## config.mk

```make
export PLATFORM = sky130hd
export DESIGN_NAME = fmsw_back
export DESIGN_NICKNAME = d
export VERILOG_FILES = /design/src/hw/rtl/fmsw_pkg.sv /design/src/hw/rtl/fmsw_back.sv
export SDC_FILE = /design/constraint.sdc
export NUM_CORES = 2
export LEC_CHECK = 0
export ABC_AREA = 1
export BUFFER_PORTS_ARGS = -buffer_cell sky130_fd_sc_hd__clkbuf_2
export CELL_PAD_IN_SITES_DETAIL_PLACEMENT = 1
export CELL_PAD_IN_SITES_GLOBAL_PLACEMENT = 2
export CORE_ASPECT_RATIO = 1.75
export CORE_MARGIN = 3
export CORE_UTILIZATION = 31
export DETAILED_ROUTE_END_ITERATION = 12
export PLACE_DENSITY = 0.64
export SYNTH_ARGS = -nofsm -noshare
export SYNTH_HDL_FRONTEND = slang
export SYNTH_SLANG_ARGS = --single-unit
```

## constraint.sdc

```tcl
create_clock -name clk -period 17.35 [get_ports clk]
set_input_delay 3.47 -clock clk [delete_from_list [all_inputs] [get_ports clk]]
set_output_delay 3.47 -clock clk [all_outputs]
set_load 0.1 [all_outputs]
```

## src/hw/rtl/fmsw_pkg.sv

```systemverilog
// Shared types, command codes and helpers for the FM shadow register writer.
`default_nettype none
package fmsw_pkg;

  localparam int SHADOW_DEPTH = 512;
  localparam int QUEUE_DEPTH  = 2;

  localparam logic [4:0] CMD_TL     = 5'd0;
  localparam logic [4:0] CMD_AR     = 5'd1;
  localparam logic [4:0] CMD_D1R    = 5'd2;
  localparam logic [4:0] CMD_D2R    = 5'd3;
  localparam logic [4:0] CMD_RR     = 5'd4;
  localparam logic [4:0] CMD_D1L    = 5'd5;
  localparam logic [4:0] CMD_DT     = 5'd6;
  localparam logic [4:0] CMD_MUL    = 5'd7;
  localparam logic [4:0] CMD_RS     = 5'd8;
  localparam logic [4:0] CMD_AM     = 5'd9;
  localparam logic [4:0] CMD_FMS    = 5'd10;
  localparam logic [4:0] CMD_AMS    = 5'd11;
  localparam logic [4:0] CMD_ALG    = 5'd12;
  localparam logic [4:0] CMD_FB     = 5'd13;
  localparam logic [4:0] CMD_LFO_EN = 5'd14;
  localparam logic [4:0] CMD_LFO_F  = 5'd15;
  localparam logic [4:0] CMD_FREQ   = 5'd16;
  localparam logic [4:0] CMD_KEY_ON = 5'd17;
  localparam logic [4:0] CMD_KEY_OF = 5'd18;
  localparam logic [4:0] CMD_RAW    = 5'd19;

  localparam logic [7:0] REG_LFO    = 8'h22;
  localparam logic [7:0] REG_KEY    = 8'h28;
  localparam logic [7:0] REG_DT_MUL = 8'h30;
  localparam logic [7:0] REG_TL     = 8'h40;
  localparam logic [7:0] REG_RS_AR  = 8'h50;
  localparam logic [7:0] REG_AM_D1R = 8'h60;
  localparam logic [7:0] REG_D2R    = 8'h70;
  localparam logic [7:0] REG_D1L_RR = 8'h80;
  localparam logic [7:0] REG_FNUM_L = 8'hA0;
  localparam logic [7:0] REG_FNUM_H = 8'hA4;
  localparam logic [7:0] REG_FB_ALG = 8'hB0;
  localparam logic [7:0] REG_PAN    = 8'hB4;

  typedef struct packed {
    logic [4:0]  command;
    logic [2:0]  channel;
    logic [1:0]  operator_index;
    logic [15:0] value;
    logic [7:0]  raw_address;
    logic        raw_port;
  } in_word_t;

  // one bus write for the back end: data = (shadow & keep) | bits
  typedef struct packed {
    logic       port;
    logic [7:0] addr;
    logic [7:0] keep;
    logic [7:0] bits;
    logic       last;
  } op_t;

  typedef struct packed {
    logic       bus_port;
    logic [7:0] bus_address;
    logic [7:0] bus_data;
    logic       last_write;
  } out_word_t;

  function automatic logic [7:0] clamp8(input logic [15:0] v, input logic [7:0] lim);
    return (v > {8'h00, lim}) ? lim : v[7:0];
  endfunction

  function automatic logic [1:0] slot_of(input logic [2:0] ch);
    logic [1:0] s;
    case (ch)
      3'd0, 3'd3, 3'd6: s = 2'd0;
      3'd1, 3'd4, 3'd7: s = 2'd1;
      default:          s = 2'd2;
    endcase
    return s;
  endfunction

endpackage
`default_nettype wire

```

## src/hw/rtl/fmsw_back.sv

```systemverilog
// Back end: shadow memory (zeroed after reset), read-modify-write of each op, bus word out.
`default_nettype none
module fmsw_back #(
  parameter int SHADOW_ENTRIES = fmsw_pkg::SHADOW_DEPTH
) (
  input  wire logic           clk,
  input  wire logic           rst_n,
  output logic                clearing,
  input  wire logic           op_empty,
  input  wire fmsw_pkg::op_t  op_word,
  output logic                op_pop,
  output logic                out_push,
  output fmsw_pkg::out_word_t out_word,
  input  wire logic           out_full
);
  import fmsw_pkg::*;

  localparam int ShAw = $clog2(SHADOW_ENTRIES);

  typedef enum logic [2:0] {
    ST_CLEAR = 3'b001,
    ST_IDLE  = 3'b010,
    ST_MOD   = 3'b100
  } state_t;

  state_t          state_r, state_nxt;
  logic [ShAw-1:0] clr_cnt_r, clr_cnt_nxt;
  op_t             op_r;
  logic [7:0]      shadow_mem [SHADOW_ENTRIES];
  logic [7:0]      rdata_r;
  logic            rd_en, we;
  logic [ShAw-1:0] rd_idx, wr_idx;
  logic [7:0]      wr_data, mod_data;

  assign clearing = (state_r == ST_CLEAR);
  assign mod_data = (rdata_r & op_r.keep) | op_r.bits;
  assign rd_idx   = ShAw'({op_word.port, op_word.addr});

  always_comb begin
    state_nxt   = state_r;
    clr_cnt_nxt = clr_cnt_r;
    op_pop      = 1'b0;
    rd_en       = 1'b0;
    we          = 1'b0;
    out_push    = 1'b0;
    wr_idx      = ShAw'({op_r.port, op_r.addr});
    wr_data     = mod_data;
    case (state_r)
      ST_CLEAR: begin
        we          = 1'b1;
        wr_idx      = clr_cnt_r;
        wr_data     = 8'h00;
        clr_cnt_nxt = clr_cnt_r + 1'b1;
        if (clr_cnt_r == ShAw'(SHADOW_ENTRIES - 1)) begin
          state_nxt = ST_IDLE;
        end
      end
      ST_IDLE: begin
        if (!op_empty) begin
          op_pop    = 1'b1;
          rd_en     = 1'b1;
          state_nxt = ST_MOD;
        end
      end
      ST_MOD: begin
        if (!out_full) begin
          we        = 1'b1;
          out_push  = 1'b1;
          state_nxt = ST_IDLE;
        end
      end
      default: state_nxt = ST_CLEAR;
    endcase
  end

  assign out_word.bus_port    = op_r.port;
  assign out_word.bus_address = op_r.addr;
  assign out_word.bus_data    = mod_data;
  assign out_word.last_write  = op_r.last;

  always_ff @(posedge clk) begin
    if (!rst_n) begin
      state_r   <= ST_CLEAR;
      clr_cnt_r <= '0;
    end else begin
      state_r   <= state_nxt;
      clr_cnt_r <= clr_cnt_nxt;
    end
  end

  always_ff @(posedge clk) begin
    if (op_pop) begin
      op_r <= op_word;
    end
  end

  always_ff @(posedge clk) begin
    if (we) begin
      shadow_mem[wr_idx] <= wr_data;
    end
    if (rd_en) begin
      rdata_r <= shadow_mem[rd_idx];
    end
  end

endmodule
`default_nettype wire

```

==> results.txt <==
Summing all non-filler instances in the final layout gives an area of 187000 µm². Clock tree synthesis inserted a total of 389 buffers. Setup repair after global routing left no endpoint under its margin.

The core region is 540000 µm². After technology mapping, the gate count stands at 14000. The summed instance area of the synthesized netlist was 168000 µm²; the sequential group share of total power was 51.4%. The per-cell via count in the routed design is 5.12. Summing internal, switching and leakage power gives 0.0219 W. TritonCTS built the clock tree. The transition at the pin with the smallest max-transition slack is 1.28 ns. Number of buffers on the longest clock path: 4. Row count: 357. Across the routed clock network, the largest skew measured is 0.0380 ns.

The internal portion of the total power is 0.0164 W. The least setup slack across all paths after layout is 8.83 ns. The endpoint required time on the critical path was 18.04 ns. Post-route fraction of the period consumed by the critical path: 49.1%. The max-cap check violation count is 0, and the number of remaining DRC errors is 0. The floorplan step defined a die boundary enclosing 551000 µm².

The number of antenna violations at the first check in global routing came out at 26. The endpoint class of the critical path is a flop. Synthesis inferred 4142 register bits.

The logs give 113000 for the number of global-route vias before repair and 74.0% for the fraction of the yosys area taken by sequential cells. The count of endpoints failing hold in the final timing report was 0; the net switching power was 0.00553 W. The count of nets left with antenna violations once routing finished came out at 0.

On the final layout, the worst hold slack is 0.499 ns. The width of the die is 562 µm, and the leakage power total is 64.0 nW. The flow ran to the end, and the final reports show no timing, DRC or antenna violations. Setup violations remaining at the end of the flow were counted as 0. The number of different library cells used by synthesis comes to 36. Of all nets on the critical path, the largest fanout is 109. The worst-case IR drop observed on VDD is 0.104 mV. Subtracting the final worst setup slack from the clock period gives 8.52 ns. The share of total power dissipated in combinational logic is 8.8%.

The mean instance size in the synthesized netlist works out to 12.0 µm². For the worst relative slew slack, the log shows 14.3%. Data arrives at the worst endpoint at 9.21 ns.

The total half-perimeter wirelength after legalization and detailed placement was 333000 µm. Prior to clock tree synthesis, the placed netlist has a worst setup slack of 7.81 ns. The net count of the finished layout is 13700. The instance area after placement was 175000 µm². The die is 979 µm tall.

For the final routed database, the setup TNS stands at 0 ns. The worst hold path belongs to the class reg -> reg. Clock latency on the worst-skew pair, taken at its later pin, is 0.97 ns. The total number of H-tree levels came out at 5.

The library cell used most frequently in the layout, excluding fill and tap cells, is sky130_fd_sc_hd__edfxtp_1. The number of placed I/O pins was 51. In this run the power density over the cells is 117 nW/µm². For the synthesized netlist net count, the log shows 14100. The routed layout has 108000 vias. The clock input transition at the sequential cells of the worst setup and hold paths came out at 0.07 ns. The final routed wirelength across all metal layers came out at 576000 µm. Global routing used 20.4% of the available tracks across all layers. The clock net in this run drives a total of 4142 sinks.

The count of buffers added on input and output ports is 50. STA classifies the critical path startpoint as an input port. The final number of max-transition violations came out at 0. The layout overhead on the synthesized area was 11.5%; the share of cells above drive strength 1 was 6.50%.

Entering global routing, the biggest net connects 166 pins. The layout has 58100 filler cells. For the total number of yosys warnings, the log shows 0. In the layout the commonest cells are 4130 x sky130_fd_sc_hd__edfxtp_1, 4128 x sky130_fd_sc_hd__nand2_1, 4082 x sky130_fd_sc_hd__nand3_1. The detailed router finished its first iteration with 7791 violations. The number of resized instances in the post-cts repair step came out at 0. The average detailed-routed wire length per instance came out at 27.2 µm.

The tools report the buffers inserted during post-CTS setup optimization as 0. Once the floorplan was initialized, standard cells occupied 31.1% of the core. CTS placed an instance of sky130_fd_sc_hd__clkbuf_16 at the clock tree root.

The maximum clock frequency is 117 MHz, and the first-pass iteration count of the detailed router is 6. The critical path start-end classification is in -> reg. For the global-route wire length before repair, the log shows 830000 µm.

The share of total power dissipated in the clock network is 39.8%. For the hold buffer count at CTS, the log shows 0. The tools report the total congestion overflow after global routing as 0.

Of the total power, the share spent switching nets is 25.3%. The placer congestion estimate was 0.792.
flip-flops by register name, summed over array words and instances (netlist names):
signal / cells
clr_cnt_r: 9
op_r: 16
out_word: 10
rdata_r: 8
shadow_mem: 4096
state_r: 3
path summary, 6_finish.rpt:
kind	from	endpoint	slack [ns]	cells past startpoint
min	clr_cnt_r[1]	clr_cnt_r[1]	0.50	2
max	op_word[18]	rdata_r[6]	8.83	14
min reg2reg	clr_cnt_r[1]	clr_cnt_r[1]	0.50	2
max reg2reg	state_r[0]	shadow_mem[310][7]	11.65	10
per-layer routing:
metal	vias to the layer above	track usage [%]	routed length, µm
li1	49200	-	-
met1	56500	23.9	224000
met2	2052	37.8	306000
met3	808	1.68	17500
met4	0	9.04	28300
met5	-	0	0
power by group through the flow:
stage | Clock (W) | Combinational [W] | Sequential, W
finish | 0.00871 | 0.00192 | 0.0113
global route | 0.00924 | 0.00205 | 0.0112
CTS | 0.00889 | 0.00197 | 0.0112
detailed placement | 0 | 0.00196 | 0.0115
global placement | 0 | 0.00195 | 0.0115
floorplan | 0 | 0.000954 | 0.0116
worst max-delay path, stage by stage:
cell and delay, ns:
sky130_fd_sc_hd__buf_8 0.22, sky130_fd_sc_hd__inv_8 0.56, sky130_fd_sc_hd__buf_12 0.55, sky130_fd_sc_hd__buf_4 0.81
sky130_fd_sc_hd__buf_4 0.78, sky130_fd_sc_hd__nand3_1 0.20, sky130_fd_sc_hd__nand3_1 0.14, sky130_fd_sc_hd__nand3_1 0.09
sky130_fd_sc_hd__nand3_1 0.37, sky130_fd_sc_hd__nand3_1 0.18, sky130_fd_sc_hd__nand3_1 0.16, sky130_fd_sc_hd__nand3_1 0.63
sky130_fd_sc_hd__nand3_1 0.51, sky130_fd_sc_hd__nand2_1 0.09
Yosys cell counts (all sizes together):
cell type / count / area share [%]
ha: 2 / 0.015
nand3: 4082 / 12
nor4: 1 / 0.0037
clkbuf: 363 / 0.81
buf: 634 / 1.9
inv: 43 / 0.10
edfxtp: 4130 / 74
nand4: 2 / 0.0075
a21oi: 9 / 0.027
xor2: 1 / 0.0052
or2: 4 / 0.015
dfxtp: 12 / 0.14
mux2i: 1 / 0.0060
nand2: 4176 / 9.5
o211ai: 1 / 0.0045
and3: 1 / 0.0037
nor3: 7 / 0.034
o21ai: 10 / 0.054
a21o: 8 / 0.036
nor2: 539 / 1.3
o21a: 3 / 0.013
cells by family after synthesis:
kind of cell	synth area share, %
mux	0.00596
compound gates	0.135
xor+xnor	0.00522
buf+inv	2.82
fa+ha+maj	0.0149
flops	74.0
simple gates	23.0
final cells by class:
| type | count | area, µm² | share of cell area [%] |
|---|---|---|---|
| Sequential cell | 4142 | 124000 | 66.4 |
| Multi-Input combinational cell | 8847 | 39000 | 20.8 |
| Clock buffer | 486 | 10300 | 5.51 |
| Tap cell | 7180 | 8980 | 4.80 |
| Clock inverter | 220 | 2150 | 1.15 |
| Timing Repair Buffer | 255 | 2110 | 1.13 |
| Inverter | 43 | 267 | 0.142 |
| Antenna cell | 25 | 62.6 | 0.0334 |
stage by stage:
| stage | util [%] | std cells |
|---|---|---|
| after floorplan | - | 14000 |
| after global placement | 32.4 | 20500 |
| after detailed placement | 32.4 | 20500 |
| after CTS | 34.7 | 21200 |
| after global routing | 34.7 | 21200 |
| final | 34.7 | 21200 |
(Power assumes the default switching activity.)
