===== src/hw/rtl/fmsw_pkg.sv =====
// Shared types, command codes and helpers for the FM shadow register writer.
`default_nettype none
package fmsw_pkg;

  localparam int SHADOW_DEPTH = 512;
  localparam int QUEUE_DEPTH  = 2;

  localparam logic [4:0] CMD_TL     = 5'd0;
  localparam logic [4:0] CMD_AR     = 5'd1;
  localparam logic [4:0] CMD_D1R    = 5'd2;
  localparam logic [4:0] CMD_D2R    = 5'd3;
  localparam logic [4:0] CMD_RR     = 5'd4;
  localparam logic [4:0] CMD_D1L    = 5'd5;
  localparam logic [4:0] CMD_DT     = 5'd6;
  localparam logic [4:0] CMD_MUL    = 5'd7;
  localparam logic [4:0] CMD_RS     = 5'd8;
  localparam logic [4:0] CMD_AM     = 5'd9;
  localparam logic [4:0] CMD_FMS    = 5'd10;
  localparam logic [4:0] CMD_AMS    = 5'd11;
  localparam logic [4:0] CMD_ALG    = 5'd12;
  localparam logic [4:0] CMD_FB     = 5'd13;
  localparam logic [4:0] CMD_LFO_EN = 5'd14;
  localparam logic [4:0] CMD_LFO_F  = 5'd15;
  localparam logic [4:0] CMD_FREQ   = 5'd16;
  localparam logic [4:0] CMD_KEY_ON = 5'd17;
  localparam logic [4:0] CMD_KEY_OF = 5'd18;
  localparam logic [4:0] CMD_RAW    = 5'd19;

  localparam logic [7:0] REG_LFO    = 8'h22;
  localparam logic [7:0] REG_KEY    = 8'h28;
  localparam logic [7:0] REG_DT_MUL = 8'h30;
  localparam logic [7:0] REG_TL     = 8'h40;
  localparam logic [7:0] REG_RS_AR  = 8'h50;
  localparam logic [7:0] REG_AM_D1R = 8'h60;
  localparam logic [7:0] REG_D2R    = 8'h70;
  localparam logic [7:0] REG_D1L_RR = 8'h80;
  localparam logic [7:0] REG_FNUM_L = 8'hA0;
  localparam logic [7:0] REG_FNUM_H = 8'hA4;
  localparam logic [7:0] REG_FB_ALG = 8'hB0;
  localparam logic [7:0] REG_PAN    = 8'hB4;

  typedef struct packed {
    logic [4:0]  command;
    logic [2:0]  channel;
    logic [1:0]  operator_index;
    logic [15:0] value;
    logic [7:0]  raw_address;
    logic        raw_port;
  } in_word_t;

  // one bus write for the back end: data = (shadow & keep) | bits
  typedef struct packed {
    logic       port;
    logic [7:0] addr;
    logic [7:0] keep;
    logic [7:0] bits;
    logic       last;
  } op_t;

  typedef struct packed {
    logic       bus_port;
    logic [7:0] bus_address;
    logic [7:0] bus_data;
    logic       last_write;
  } out_word_t;

  function automatic logic [7:0] clamp8(input logic [15:0] v, input logic [7:0] lim);
    return (v > {8'h00, lim}) ? lim : v[7:0];
  endfunction

  function automatic logic [1:0] slot_of(input logic [2:0] ch);
    logic [1:0] s;
    case (ch)
      3'd0, 3'd3, 3'd6: s = 2'd0;
      3'd1, 3'd4, 3'd7: s = 2'd1;
      default:          s = 2'd2;
    endcase
    return s;
  endfunction

endpackage
`default_nettype wire


===== src/hw/rtl/fmsw_front.sv =====
// Front end: takes a command word, decodes it into one or two bus write ops (none for an unknown code).
`default_nettype none
module fmsw_front (
  input  wire logic              clk,
  input  wire logic              rst_n,
  input  wire logic              clearing,
  input  wire logic              in_push,
  input  wire fmsw_pkg::in_word_t in_word,
  output logic                   in_full,
  output logic                   op_push,
  output fmsw_pkg::op_t          op_word,
  input  wire logic              op_full
);
  import fmsw_pkg::*;

  in_word_t   hold_r;
  logic       hold_v_r, hold_v_nxt;
  logic       phase_r, phase_nxt;
  logic       accept, done, cmd_ok, is_freq;
  logic       port;
  logic [1:0] slot;
  logic [7:0] opoff, slot8;
  logic [15:0] val;
  logic       bitv;
  logic [2:0] shift;
  logic [15:0] fshift;
  logic [10:0] fnum;
  logic [2:0] block;
  op_t        op;

  assign val   = hold_r.value;
  assign bitv  = |hold_r.value;
  assign port  = (hold_r.channel > 3'd2);
  assign slot  = slot_of(hold_r.channel);
  assign slot8 = {6'b0, slot};
  assign opoff = {4'b0, hold_r.operator_index, 2'b00} + slot8;

  // halvings needed to bring the frequency below 2048
  always_comb begin
    if (val[15])      shift = 3'd5;
    else if (val[14]) shift = 3'd4;
    else if (val[13]) shift = 3'd3;
    else if (val[12]) shift = 3'd2;
    else if (val[11]) shift = 3'd1;
    else              shift = 3'd0;
  end
  assign fshift = val >> shift;
  assign fnum   = fshift[10:0];
  assign block  = 3'd2 + shift;

  always_comb begin
    cmd_ok  = 1'b1;
    is_freq = 1'b0;
    op.port = port;
    op.addr = 8'h00;
    op.keep = 8'h00;
    op.bits = 8'h00;
    op.last = 1'b1;
    case (hold_r.command)
      CMD_TL: begin
        op.addr = REG_TL + opoff;     op.bits = clamp8(val, 8'h7F);
      end
      CMD_AR: begin
        op.addr = REG_RS_AR + opoff;  op.keep = 8'hE0; op.bits = clamp8(val, 8'h1F);
      end
      CMD_D1R: begin
        op.addr = REG_AM_D1R + opoff; op.keep = 8'h80; op.bits = clamp8(val, 8'h1F);
      end
      CMD_D2R: begin
        op.addr = REG_D2R + opoff;    op.bits = clamp8(val, 8'h1F);
      end
      CMD_RR: begin
        op.addr = REG_D1L_RR + opoff; op.keep = 8'hF0; op.bits = clamp8(val, 8'h0F);
      end
      CMD_D1L: begin
        op.addr = REG_D1L_RR + opoff; op.keep = 8'h0F; op.bits = clamp8(val, 8'h0F) << 4;
      end
      CMD_DT: begin
        op.addr = REG_DT_MUL + opoff; op.keep = 8'h0F; op.bits = clamp8(val, 8'h07) << 4;
      end
      CMD_MUL: begin
        op.addr = REG_DT_MUL + opoff; op.keep = 8'h70; op.bits = clamp8(val, 8'h0F);
      end
      CMD_RS: begin
        op.addr = REG_RS_AR + opoff;  op.keep = 8'h1F; op.bits = clamp8(val, 8'h03) << 6;
      end
      CMD_AM: begin
        op.addr = REG_AM_D1R + opoff; op.keep = 8'h7F; op.bits = {bitv, 7'b0};
      end
      CMD_FMS: begin
        op.addr = REG_PAN + slot8;    op.keep = 8'hF8; op.bits = clamp8(val, 8'h07);
      end
      CMD_AMS: begin
        // both speaker bits forced on
        op.addr = REG_PAN + slot8;    op.keep = 8'hC7;
        op.bits = (clamp8(val, 8'h03) << 4) | 8'hC0;
      end
      CMD_ALG: begin
        op.addr = REG_FB_ALG + slot8; op.keep = 8'hF8; op.bits = clamp8(val, 8'h07);
      end
      CMD_FB: begin
        op.addr = REG_FB_ALG + slot8; op.keep = 8'hC7; op.bits = clamp8(val, 8'h07) << 3;
      end
      CMD_LFO_EN: begin
        op.port = 1'b0; op.addr = REG_LFO; op.keep = 8'hF7; op.bits = {4'b0, bitv, 3'b0};
      end
      CMD_LFO_F: begin
        op.port = 1'b0; op.addr = REG_LFO; op.keep = 8'hF8; op.bits = clamp8(val, 8'h07);
      end
      CMD_FREQ: begin
        is_freq = 1'b1;
        if (phase_r) begin
          op.addr = REG_FNUM_L + slot8; op.bits = fnum[7:0];
        end else begin
          op.addr = REG_FNUM_H + slot8; op.bits = {2'b00, block, fnum[10:8]};
          op.last = 1'b0;
        end
      end
      CMD_KEY_ON: begin
        op.port = 1'b0; op.addr = REG_KEY; op.bits = {5'b11110, port, slot};
      end
      CMD_KEY_OF: begin
        op.port = 1'b0; op.addr = REG_KEY; op.bits = {5'b00000, port, slot};
      end
      CMD_RAW: begin
        op.port = hold_r.raw_port; op.addr = hold_r.raw_address; op.bits = val[7:0];
      end
      default: cmd_ok = 1'b0;
    endcase
  end

  assign op_word = op;
  assign op_push = hold_v_r && cmd_ok && !op_full;
  // unknown codes are dropped without a write
  assign done    = hold_v_r && (!cmd_ok || (!op_full && (!is_freq || phase_r)));
  assign in_full = clearing || (hold_v_r && !done);
  assign accept  = in_push && !in_full;

  always_comb begin
    hold_v_nxt = hold_v_r;
    phase_nxt  = phase_r;
    if (done) begin
      hold_v_nxt = 1'b0;
      phase_nxt  = 1'b0;
    end else if (op_push && is_freq) begin
      phase_nxt = 1'b1;
    end
    if (accept) begin
      hold_v_nxt = 1'b1;
    end
  end

  always_ff @(posedge clk) begin
    if (!rst_n) begin
      hold_v_r <= 1'b0;
      phase_r  <= 1'b0;
    end else begin
      hold_v_r <= hold_v_nxt;
      phase_r  <= phase_nxt;
    end
  end

  always_ff @(posedge clk) begin
    if (accept) begin
      hold_r <= in_word;
    end
  end

endmodule
`default_nettype wire


===== config.mk =====
export PLATFORM = sky130hd
export DESIGN_NAME = fmsw_front
export DESIGN_NICKNAME = d
export VERILOG_FILES = /design/src/hw/rtl/fmsw_pkg.sv /design/src/hw/rtl/fmsw_front.sv
export SDC_FILE = /design/constraint.sdc
export NUM_CORES = 1
export LEC_CHECK = 0
export BUFFER_PORTS_ARGS = -buffer_cell sky130_fd_sc_hd__buf_4
export CAP_MARGIN = 0
export CORE_MARGIN = 1
export CORE_UTILIZATION = 33
export CTS_BUF_LIST = sky130_fd_sc_hd__clkbuf_8
export DETAILED_ROUTE_END_ITERATION = 6
export MAX_ROUTING_LAYER = met4
export PLACE_DENSITY = 0.63
export SLEW_MARGIN = 20
export SYNTH_ARGS = -nofsm -noshare
export SYNTH_HDL_FRONTEND = slang
export SYNTH_SLANG_ARGS = --single-unit
export TNS_END_PERCENT = 100

===== constraint.sdc =====
create_clock -name clk -period 4.54 [get_ports clk]
set_input_delay 0.227 -clock clk [delete_from_list [all_inputs] [get_ports clk]]
set_output_delay 0.227 -clock clk [all_outputs]
set_load 0.01 [all_outputs]

==> summary.md <==
| Metric | Value |
|---|---|
| Main combinational cell family by area after synthesis | compound AO/OA/AOI/OAI gates |
| Post-synthesis mux area share | 4.41% |
| Ys Warns | 0 |
| Place WS | 1.29 ns |
| Post-Synthesis Net Count | 408 |
| Clock latency on the worst-skew pair | 0.30 ns |
| First-pass GRT wire length | 15.1 mm |
| Setup Crit Path Kind | register to output pin |
| Final worst setup slack | 0.835 ns |
| Post-Route Utilization | about two fifths |
| Worst Skew | 0.0114 ns |
| Initial DRC Count | 389 |
| Die Area | 9860 sq um |
| Max-slew violation count | 0 |
| Fmax | 270 MHz |
| Worst-path clk slew | 0.08 ns |
| Final hold viol count | 0 |
| Static Leak | approximately 1.4 nW |
| Ys async rst share | 0% |
| Synth Area in XOR/XNOR | between 1.5 and 2% |
| Min cycle time layout | 3.70 ns |
| Syn Inst Count | 368 |
| # rows | 35 |
| Hold_ws | between 0.1 and 0.15 ns |
| Filler instances | 947 |
| Critical Path End Type | output pin |
| Die Wd | between 90 and 100 um |
| Post-route antenna net violation count | 0 |
| WP data arrival | about 3.5 ns |
| RePlAce Congestion | roughly 0.94 |
| Initial Utilization | 34.0% |
| Initial antenna violation count | 0 |
| CTS Root Cell | clkbuf_8 |
| Fin nets | approximately 450 |
| Mapped Area | about 3100 sq um |
| Post-Syn Area per Cell | 8.49 sq um |
| Htree depth | 2 |
| Share of cells above drive strength 1 | roughly 23% |
| Non-filler instance count after layout | roughly 520 |
| Vias per inst | 6.04 |
| Placed instance count | 515 |
| Most common cell after layout, fill and taps aside | buf_4 |
| DRC | 0 |
| Area grow syn2layout | 20.0% |
| Tot GR Track Use | 20.2% |
| Via count | 3161 |
| Max Cap Viol | 0 |
| Clock sink count | 37 |
| Remaining Overflow, GRT | 0 |
| Final setup fails | 0 |
| Area share of fa/ha/maj cells after synthesis | 0% |
| Ys flop type | edfxtp_1 |
| Final HPWL DP | between 7 and 8 mm |
| Post-CTS Setup Bufs | 0 |
| CP Launch Type | register |
| Routed Wire Length | 9.65 mm |
| Least-Margin Pin Slew | 1.06 ns |
| Min-delay worst type | input port to register |
| Num ports | 68 |
| Pwr per Cell Area | between 200 and 250 nW/um^2 |
| RSZ-0062 raised after global routing | no |
| CTS resizes | 0 |
| Vias in the first global route | approximately 2900 |
| Synth Register Bits | 37 |
| Post-Synth Simple-Gate Area | 25.8% |
| Max-slew headroom | 29.0% |
| Synth cell types | 75 |
| First drt pass iteration count | 5 |
| Outcome | completed |
| CTS tree | yes |
| ANT cells | 0 |
| PortBufs | 67 |
| Seq/Total Area, Yosys | 34.9% |
| Hold_buf cts | 0 |
| Worst R2R Setup Slack | 1.26 ns |
| Most frequent cells in the layout | buf_4, edfxtp_1, nor2_1, nand2_1, o21ai_0 |
| WL/cell | 18.4 um |
| Die height | approximately 99 um |
| Setup TNS | 0 ns |
| Number of clock buffers inserted by TritonCTS | 5 |
| Crit share post-route | 81.6% |
| Tot Pwr | 878 uW |
| Post-synth EDFFs | 35 |
| Max rail drop VDD | 0.215 mV |
| Crit path max fanout | 31 |
| Area of the core | 9200 sq um |
| Synth Area in Compound Gates | 27.1% |
| CP required | 4.31 ns |
| Cell area after layout | 3750 sq um |
| Placed standard-cell area | 3640 sq um |
| Largest net degree at the start of global routing | 36 |
| CTS Buffer Depth | 2 |
cell usage after synthesis, types with 3 or more instances:
library cell / n / area share, %
o21ai_0: 23 / 3.7
xor2_1: 5 / 1.4
nor3b_1: 5 / 1.2
o22ai_1: 6 / 1.2
buf_1: 3 / 0.36
o21a_1: 3 / 0.72
buf_4: 3 / 0.72
nor3_1: 17 / 2.7
o31ai_1: 4 / 0.96
mux2i_1: 7 / 2.2
nand3_1: 10 / 1.6
a21oi_1: 20 / 3.2
o311ai_1: 3 / 0.84
nand2b_1: 8 / 1.6
a31o_2: 3 / 0.84
o211ai_1: 8 / 1.9
a2bb2oi_1: 3 / 0.84
nand4_1: 5 / 1.0
a31oi_1: 4 / 0.80
clkbuf_1: 25 / 3.0
edfxtp_1: 35 / 34
or3_1: 5 / 1.0
inv_1: 11 / 1.3
or2_2: 4 / 0.80
a22oi_1: 4 / 0.96
nor2_1: 29 / 3.5
nor2b_1: 15 / 3.0
nand2_1: 29 / 3.5
a221oi_1: 5 / 1.4
and2_1: 4 / 0.80
area by class of cell:
class                   instances  area [sq um]  share of cell area [%]
well taps                     111           139                    3.71
clock inverters                 3          37.5                    1.00
repair buffers                 70           526                    14.0
clock buffers                   5          68.8                    1.84
flip-flops and latches         37          1090                    29.1
inverters                      11          41.3                    1.10
multi-input cells             286          1840                    49.2
state kept, by name, indices dropped and copies added (netlist names):
name / count
hold_r: 19
hold_v_r: 1
phase_r: 1
val: 16
cells by family after synthesis:
logic type	Yosys count
compound gates	120
xor+xnor	6
buf+inv	45
flops	37
mux	11
simple gates	149
per-layer routing:
metal / global-route usage [%] / up-vias / wire [um] / share of wire (%)
li1: - / 1500 / - / -
met1: 26.8 / 1490 / 4290 / 44
met2: 31.2 / 148 / 4520 / 47
met3: 2.81 / 23 / 582 / 6.0
met4: 7.58 / 0 / 249 / 2.6
met5: - / - / 0 / 0
critical path: stages, from the launching register on:
cell      delay, ns
edfxtp_1       0.95
or3b_1         0.55
nor3_1         0.87
inv_1          0.20
o22ai_1        0.23
a211oi_1       0.08
nand4_1        0.16
buf_4          0.14
worst paths after layout:
path,end,startpoint,depth (start not counted)
worst max-delay path,op_word[6],hold_r[34],7
worst min-delay path,hold_r[7],in_word[7],1
worst max register to register,val[2],hold_r[34],5
worst min register to register,phase_r,hold_v_r,3
power breakdown:
group	switching [mW]	internal, mW
logic	0.0875	0.0875
clock network	0.119	0.160
registers	0.0332	0.391
Note: power is estimated with default switching activity, not from simulation.
