**src/hw/rtl/fmsw_fifo.sv**
```systemverilog
// Small synchronous word queue used between the stages.
`default_nettype none
module fmsw_fifo #(
  parameter int Width = 8,
  parameter int Depth = 2
) (
  input  wire logic             clk,
  input  wire logic             rst_n,
  input  wire logic             push,
  input  wire logic [Width-1:0] wdata,
  output logic                  full,
  input  wire logic             pop,
  output logic [Width-1:0]      rdata,
  output logic                  empty
);

  localparam int PtrW = (Depth > 1) ? $clog2(Depth) : 1;
  localparam int CntW = $clog2(Depth + 1);

  logic [Width-1:0] slots_r [Depth];
  logic [PtrW-1:0]  wr_ptr_r, wr_ptr_nxt;
  logic [PtrW-1:0]  rd_ptr_r, rd_ptr_nxt;
  logic [CntW-1:0]  count_r, count_nxt;
  logic             do_push, do_pop;

  assign full    = (count_r == CntW'(Depth));
  assign empty   = (count_r == '0);
  assign do_push = push && !full;
  assign do_pop  = pop && !empty;
  assign rdata   = slots_r[rd_ptr_r];

  always_comb begin
    wr_ptr_nxt = wr_ptr_r;
    rd_ptr_nxt = rd_ptr_r;
    count_nxt  = count_r;
    if (do_push) begin
      wr_ptr_nxt = (wr_ptr_r == PtrW'(Depth - 1)) ? '0 : wr_ptr_r + 1'b1;
    end
    if (do_pop) begin
      rd_ptr_nxt = (rd_ptr_r == PtrW'(Depth - 1)) ? '0 : rd_ptr_r + 1'b1;
    end
    if (do_push && !do_pop) begin
      count_nxt = count_r + 1'b1;
    end else if (do_pop && !do_push) begin
      count_nxt = count_r - 1'b1;
    end
  end

  always_ff @(posedge clk) begin
    if (!rst_n) begin
      wr_ptr_r <= '0;
      rd_ptr_r <= '0;
      count_r  <= '0;
    end else begin
      wr_ptr_r <= wr_ptr_nxt;
      rd_ptr_r <= rd_ptr_nxt;
      count_r  <= count_nxt;
    end
  end

  always_ff @(posedge clk) begin
    if (do_push) begin
      slots_r[wr_ptr_r] <= wdata;
    end
  end

endmodule
`default_nettype wire

```
**config.mk**
```make
export PLATFORM = sky130hd
export DESIGN_NAME = fmsw_fifo
export DESIGN_NICKNAME = d
export VERILOG_FILES = /design/src/hw/rtl/fmsw_fifo.sv
export SDC_FILE = /design/constraint.sdc
export NUM_CORES = 1
export LEC_CHECK = 0
export BUFFER_PORTS_ARGS = -buffer_cell sky130_fd_sc_hd__buf_2
export CAP_MARGIN = 25
export CORE_MARGIN = 1
export CORE_UTILIZATION = 28
export CTS_CLUSTER_SIZE = 14
export DETAILED_ROUTE_END_ITERATION = 6
export GPL_TIMING_DRIVEN = 1
export HOLD_SLACK_MARGIN = 0.12
export MAX_ROUTING_LAYER = met4
export SLEW_MARGIN = 20
export SYNTH_ARGS = -nofsm -noshare
export SYNTH_HDL_FRONTEND = slang
export SYNTH_SLANG_ARGS = --single-unit
```
**constraint.sdc**
```tcl
create_clock -name clk -period 2.6 [get_ports clk]
set_input_delay 0.52 -clock clk [delete_from_list [all_inputs] [get_ports clk]]
set_output_delay 0.52 -clock clk [all_outputs]
set_load 0.1 [all_outputs]
```
==> run metrics, run 1 <==
non-filler cells, final 105; Antenna diodes 0; Tot GR Track Use 8.95%; post-synthesis cell count 50; grt total ovfl 0; Post-CTS Setup Inserts 0; Final Setup Violations 0; Reg2Reg Depth 3; clk sinks 21; r2r setup slk 1.00 ns; first-pass GRT wire length 2080 microns; H-Tree Depth 1; Starting Density 29.4%; Die Area 0.00311 sq mm; ys flop type edfxtp_1; Global Route met3 Usage 2.56%; GRT met1 Usage 10.8%; leading area contributor after synthesis edfxtp_1; final worst-path cycle share 77.7%; Clock Latency Late Sink 0.29 ns; via/cell ratio 4.41; fin nets 88; worst setup margin 0.581 ns; max_slew headroom 50.4%; Die Ht 55.8 microns; DR vias 463; gr busiest metal met2; upper clock frequency limit 495 MHz; post-CTS sizing 0; start point of the worst min-delay path wdata[4]; worst path required time 2.08 ns; post-synth top area share 59.4%; RSZ-0062 raised after global routing no; hold crit path type input port to register; Row Count 19; Crit Path Max Fanout 8; placed cell areas 948 sq um; Hold Buf Count CTS 0; Worst Hold Endpoint slots_r[0][4]; core area 0.00276 sq mm; synthesized flop and latch total 21; most frequent cell after synthesis edfxtp_1; Synth Cell Area 810 sq um; drt first pass iters 2; Layout Skew 0.00370 ns; Detailed Route WL 1230 microns; drt first-iter violations 5; vias in the first global route 491; buffer depth of the longest clock path 2; root buf cell clkbuf_4; TritonCTS Buffers 3; top post-synthesis cells by area edfxtp_1, dfxtp_1, mux2_2; Synth-to-Final Area Change 20.4%; Mapped Nets 63; CP Launch Type register; Hold Fails Final Rpt 0; wire length per cell 11.7 microns; Setup TNS 0 ns; reg2reg end slots_r[0][2]; initial antenna violation count 0; M2 GR Usage 13.8%; MaxCap Viol Count 0; average size of a mapped cell 16.2 sq um; antenna-violating nets left 0; WP data arrival 1.50 ns; largest net degree at the start of global routing 12; EDFF count, synth 16; critical path type register to primary output; Yosys cell types 20; dpl cells 101; critical path capture point type primary output; Die Width 55.8 microns; DRC 0; sequential area share after synthesis 71.7%; PortBufs 21; ys async rst share 0%; Final Instance Area 975 sq um; worst-margin pin slew 0.740 ns; max-slew violation count 0; Synth top cells by count edfxtp_1, mux2_2, dfxtp_1; fin crit period 2.02 ns; hold depth 1; layout cell share with drive strength beyond 1 45.9%; Final Wtd Congestion 0.660; Reg clk slew, reported paths 0.11 ns; RR Startpoint count_r[0]; outcome completed; synth warn 0; Boundary Pins 22; CTS tree done; Placement Setup Slack 0.879 ns
## flip-flops by register name, indices dropped and copies added (netlist names), named ones only
register / cells
wr_ptr_r: 1
slots_r: 16
count_r: 2
rd_ptr_r: 1
## logic make-up (layout without fill, tap and decap cells)
kind of cell	after synthesis	count (layout)	synth area share (%)
and+or+nand+nor	9	9	6.80
adders and majority gates	1	1	1.55
AOI/OAI and AO/OA	5	5	4.02
buffers and inverters	3	27	1.54
xor gates and xnor gates	3	3	3.25
muxes	8	8	11.1
DFF	21	21	71.7
## layout make-up
class / instances / area, sq um
Clock buffer: 4 / 26.3
Fill cell: 273 / 1780
Inverter: 2 / 7.51
Multi-Input combinational cell: 26 / 216
Sequential cell: 21 / 581
Tap cell: 31 / 38.8
Timing Repair Buffer: 21 / 105
## worst max path at each step
stage                    start  endpoint
finish                register  rdata[1]
global route          register  rdata[3]
CTS                   register  rdata[1]
detailed placement    register  rdata[1]
global placement      register  rdata[1]
floorplan           count_r[0]     empty
## through the flow
stage	utilization, %	hold slack (ns)
5_1_grt	35.3	0.391
2_1_floorplan	-	0.483
4_1_cts	35.3	0.399
3_3_place_gp	34.4	0.508
3_5_place_dp	34.4	0.523
6_report	35.3	0.412
## cell usage in the layout, fill, tap and decap left out, drive strengths merged
cell,synthesis,layout
buf,1,21
edfxtp,16,16
mux2,8,8
dfxtp,5,5
clkbuf,0,4
and2,3,3
nor2,2,2
xnor2,2,2
inv,2,2
o21ai,2,2
a21boi,2,2
nand2b,1,1
and3,1,1
nor3,1,1
o21a,1,1
xor2,1,1
or3,1,1
ha,1,1
## critical path: stages, from the launching register on
cell and delay, ns:
dfxtp_1 0.54, mux2_2 0.38, buf_2 0.29
## routing by layer
metal	routed length, microns	up-vias
li1	-	228
met1	573	219
met2	574	16
met3	77	0
met4	0	0
met5	0	-
Power of run 1 is not shown: default switching activity piles up to over one toggle a cycle in this logic, so the estimate is an artifact.
==> inputs of run 2 (changes only) <==
clock period = 1.9 ns   (was 2.6 ns; I/O delays follow)
==> run 2 against run 1 <==
Net effect:
- count of clock-buffer cells in the layout down 1
- non-clock buffer count rose by 1
- wire length rose by 1.9%
- hold slack lost 0.15 ns
- setup slack got worse by 0.47 ns
- global-route usage increased by 0.48 points
- critical path depth unchanged
==> run metrics, run 2 (same netlist as run 1, synthesis figures left out) <==
outcome completed; via/cell ratio 4.56 (+3.3%); H-Tree Depth 1 (unchanged); layout cell share with drive strength beyond 1 50.7% (+4.7 points); Largest Register slots_r; WP data arrival 1.41 ns (-0.09 ns); post-DP HPWL 924 microns; Synth-to-Final Area Change 21.9%; Die Area 0.00311 sq mm (unchanged); max-slew violation count 0 (unchanged); Cell Chain, Critical Path mux2_2, buf_2; non-filler cells, final 106 (+0.95%); RSZ-0062 raised after global routing no; hold depth 1 (unchanged); Tot GR Track Use 9.43% (+0.48 points); Die Ht 55.8 microns (unchanged); root buf cell clkbuf_4; largest net degree at the start of global routing 13 (+1); Crit Path Max Fanout 8 (unchanged); CP peak stage delay 0.46 ns (-0.08 ns); Hold Fails Final Rpt 0 (unchanged); PortBufs 21 (unchanged); FILL cells 275 (+0.73%); Detailed Route WL 1250 microns (+1.9%); vias in the first global route 508 (+3.5%); final worst-path cycle share 94.3%; most frequent cells in the layout buf_2, edfxtp_1, mux2_2; DRC 0 (unchanged); antenna-violating nets left 0 (unchanged); Reg clk slew, reported paths 0.12 ns (about the same); fin crit period 1.79 ns; Layout Skew 0.00822 ns (+0.00452 ns); hold crit path type input port to register; upper clock frequency limit 558 MHz; fin nets 89 (+1.1%); Boundary Pins 22 (unchanged); drt first-iter violations 4 (-1); DR vias 483 (+4.3%); CTS tree done; MaxCap Viol Count 0 (unchanged); first-pass GRT wire length 2130 microns (+2.4%); buffer depth of the longest clock path 2 (unchanged); largest registers slots_r (16), count_r (2); max_slew headroom 67.8% (+17 points); Antenna diodes 0 (unchanged); Setup TNS 0 ns (unchanged); worst-margin pin slew 0.487 ns (-0.253 ns); Clock Latency Late Sink 0.30 ns (about the same); Die Width 55.8 microns (unchanged); slowest CP cell dfxtp_2; core area 0.00276 sq mm (unchanged); Final Setup Violations 0 (unchanged); Final Core Density 35.8% (+0.45 points); Row Count 19 (unchanged); wire length per cell 11.8 microns (+0.92%); Final Wtd Congestion 0.687 (+4.1%); TritonCTS Buffers 3 (unchanged); Starting Density 29.4% (unchanged); initial antenna violation count 0 (unchanged); grt total ovfl 0 (unchanged); critical path capture point type primary output; commonest non-fill, non-tap cell in the layout buf_2; worst path required time 1.52 ns (-0.56 ns); clk sinks 21 (unchanged); CP Launch Type register; critical path type register to primary output; Reg2Reg Depth 6 (+3); dpl cells 102 (+0.99%); drt first pass iters 2 (unchanged); Largest register FFs 16 (unchanged)
run 2: cell types whose count changed in the layout (fill, tap and decap cells not counted):
cell,before,now
clkinv_2,0,1
nor2_1,2,1
dfxtp_2,0,1
dfxtp_1,5,4
nor2_2,0,1
clkbuf_1,1,0
buf_4,0,1
run 2: stage by stage:
step | setup slack, ns | hold slack, ns | area, sq um
floorplan | 0.0840 | 0.479 | 812
global placement | 0.322 | 0.515 | 958
detailed placement | 0.305 | 0.523 | 958
CTS | 0.0714 | 0.244 | 987
global route | 0.0427 | 0.241 | 987
finish | 0.109 | 0.259 | 987
run 2: cell type report:
type | count | area, sq um | share of cell area [%]
sequential | 21 | 582 | 58.9
multi-input combinational | 26 | 219 | 22.2
timing repair buffer | 22 | 113 | 11.4
tap | 31 | 38.8 | 3.93
clock buffer | 3 | 22.5 | 2.28
inverter | 2 | 7.51 | 0.760
clock inverter | 1 | 5.00 | 0.507
run 2: timing repair:
| action | in CTS | in global routing |
|---|---|---|
| hold buffers | 0 | 0 |
| endpoints found under the setup margin | 8 | 0 |
| setup buffers | 0 | 0 |
| resized for setup | 1 | 0 |
run 2: final timing paths:
| check | endpoint | slack, ns | start |
|---|---|---|---|
| max | rdata[1] | 0.11 | register |
| min | slots_r[0][3] | 0.26 | wdata[3] |
| max reg2reg | count_r[1] | 0.31 | count_r[0] |
| min reg2reg | count_r[1] | 0.54 | count_r[1] |
run 2: critical path: cells and delay by family, from the launching register on:
kind                   cells  cell delay (ns)
muxes                      1             0.36
buffers and inverters      1             0.29
DFF                        1             0.46
run 2: per-layer routing:
layer / track usage, % / vias to the layer above / part of all wire (%) / wire length [microns]
met4: 5.36 / 0 / 1.2 / 15
met2: 15.5 / 16 / 51 / 637
met5: - / - / 0 / 0
met1: 10.3 / 233 / 42 / 521
li1: - / 232 / - / -
met3: 2.56 / 2 / 5.8 / 72
Power of run 2 is left out for the same reason.
==> inputs of run 3 (changes only) <==
ABC_AREA = 1   (was not set)
CORE_ASPECT_RATIO = 0.8   (was not set)
CORE_UTILIZATION = 40   (was 28)
==> run 3 against run 2 <==
Net effect:
- count of clock-buffer cells in the layout stayed put
- largest cell class unchanged
- critical path depth stayed put
- global-route usage is 4.1 points higher
- non-clock buffer count is 3 higher
- wire length is 2.7% lower
- setup slack better by 0.016 ns
- synthesized cell count is 26% higher
- clock skew is 0.0032 ns lower
- first-iteration DRC count grew to 2.5 times the previous value
- core utilization is 18 points higher
- maximum frequency is 0.91% higher
- register-to-register slack better by 0.13 ns
==> run metrics, run 3 <==
commonest non-fill, non-tap cell in the layout buf_2; hold crit path type input port to register; Crit Path Max Fanout 8 (unchanged); layout cell share with drive strength beyond 1 47.3% (-3.4 points); reg2reg end count_r[1]; outcome completed; upper clock frequency limit 563 MHz (+0.91%); largest net degree at the start of global routing 13 (unchanged); average size of a mapped cell 13.1 sq um (-19%); critical path capture point type primary output; largest registers slots_r (16), count_r (2); Die Ht 42.6 microns (-24%); Reg2Reg Depth 9 (+3); synthesized flop and latch total 21 (unchanged); PortBufs 21 (unchanged); antenna-violating nets left 0 (unchanged); Reg clk slew, reported paths 0.11 ns (about the same); final worst-path cycle share 93.4% (-0.85 points); Final Setup Violations 0 (unchanged); Synth Cell Area 823 sq um (+1.7%); FILL cells 178 (-35%); WP data arrival 1.40 ns (about the same); clk sinks 21 (unchanged); Post-CTS Setup Inserts 0 (unchanged); leading area contributor after synthesis edfxtp_1; r2r setup slk 0.44 ns (+0.13 ns); Tot GR Track Use 13.5% (+4.1 points); fin crit period 1.78 ns (-0.0162 ns); CP Launch Type register; DRC 0 (unchanged); post-synth top area share 58.4% (-0.99 points); drt first pass iters 4 (+2); vias in the first global route 472 (-7.1%); TritonCTS Buffers 3 (unchanged); Critical Path End rdata[4]; Largest register FFs 16 (unchanged); first-pass GRT wire length 1980 microns (-7.1%); initial antenna violation count 0 (unchanged); root buf cell clkbuf_4; RSZ-0062 raised after global routing no; CTS tree done; Final Wtd Congestion 0.739 (+7.6%); Clock Latency Late Sink 0.29 ns (about the same); MaxCap Viol Count 0 (unchanged); Synth top cells by count edfxtp_1, nor2_1, inv_1, mux2_2, nand2_1; Detailed Route WL 1210 microns (-2.7%); Row Count 14 (-5); sequential area share after synthesis 70.5% (-1.2 points); Setup TNS 0 ns (unchanged); Mapped Nets 76 (+21%); grt total ovfl 0 (unchanged); via/cell ratio 4.53 (-0.57%); ys flop type edfxtp_1; buffer depth of the longest clock path 2 (unchanged); RR Startpoint count_r[1]; Hold Fails Final Rpt 0 (unchanged); worst-margin pin slew 0.491 ns (+0.00367 ns); Largest Register slots_r; Antenna diodes 0 (unchanged); critical path type register to primary output; top post-synthesis cells by area edfxtp_1, dfxtp_1, mux2_2; post-DP HPWL 992 microns (+7.4%); Layout Skew 0.00505 ns (-0.00317 ns); Starting Density 43.1% (+14 points); Yosys cell types 15 (-25%); max_slew headroom 67.5% (-0.24 points); ys async rst share 0% (unchanged); Die Width 52.7 microns (-5.5%); max-slew violation count 0 (unchanged); Synth-to-Final Area Change 24.2%; H-Tree Depth 1 (unchanged); core area 0.00191 sq mm (-31%); start point of the worst min-delay path wdata[5]; EDFF count, synth 16 (unchanged); worst path required time 1.52 ns (about the same); Hold Buf Count CTS 0 (unchanged); most frequent cells in the layout buf_2, edfxtp_1, mux2_2, inv_1, nor2_1; drt first-iter violations 10 (+6); wire length per cell 10.6 microns (-10%); synth warn 0 (unchanged); most frequent cell after synthesis edfxtp_1; Die Area 0.00224 sq mm (-28%); post-synthesis cell count 63 (+26%); Boundary Pins 22 (unchanged); fin nets 105 (+18%); DR vias 521 (+7.9%)
[run 3: cell types whose count changed after synthesis, sizes merged, moves of 2 or more]
cell	delta
xnor2	-2
nor2	+9
nand2	+6
and2	-3
a21boi	-2
inv	+7
[run 3: how the worst min path moves through the flow]
stage | endpoint | cells past startpoint
2_1_floorplan | register | 2
5_1_grt | slots_r[0][5] | 1
4_1_cts | slots_r[0][6] | 1
3_5_place_dp | register | 2
6_report | slots_r[0][5] | 1
3_3_place_gp | rd_ptr_r | 2
[run 3: cells by family after synthesis]
group           after synthesis  share of synthesized area [%]
flops                        21                           70.5
simple gates                 19                           9.42
buf+inv                      10                           4.71
mux                           8                           10.9
compound gates                4                           2.89
fa+ha+maj                     1                           1.52
[run 3: cell type report]
cell class	instances	area (sq um)	share of cell area (%)
flip-flops and latches	21	582	56.9
multi-input cells	32	214	20.9
repair buffers	25	135	13.2
inverters	9	33.8	3.30
well taps	24	30.0	2.94
clock buffers	3	22.5	2.20
clock inverters	1	5.00	0.490
[run 3: layer usage]
layer	vias up	part of all wire [%]	wire [microns]	GRT usage [%]
met5	-	0	0	-
li1	270	-	-	-
met4	0	0.91	11	4.74
met2	7	56	675	24.1
met3	2	3.3	40	6.52
met1	242	40	486	12.1
[run 3: through the flow]
stage	hold WS (ns)	instances	setup WS, ns	utilization, %	area, sq um
2_1_floorplan	0.467	63	0.269	-	833
3_3_place_gp	0.481	111	0.323	52.0	993
3_5_place_dp	0.499	111	0.322	52.0	993
4_1_cts	0.251	115	0.0917	53.5	1020
5_1_grt	0.241	115	0.0523	53.5	1020
6_report	0.268	115	0.125	53.5	1020
[run 3: repair_timing]
item,4_1_cts,5_1_grt
endpoints found under the hold margin,0,0
setup endpoints to repair,8,0
resized for setup,1,0
[run 3: critical path, cell delays in order (launching register included)]
cell,delay [ns]
dfxtp_2,0.45
mux2_2,0.36
buf_2,0.29
Power of run 3 is left out for the same reason.
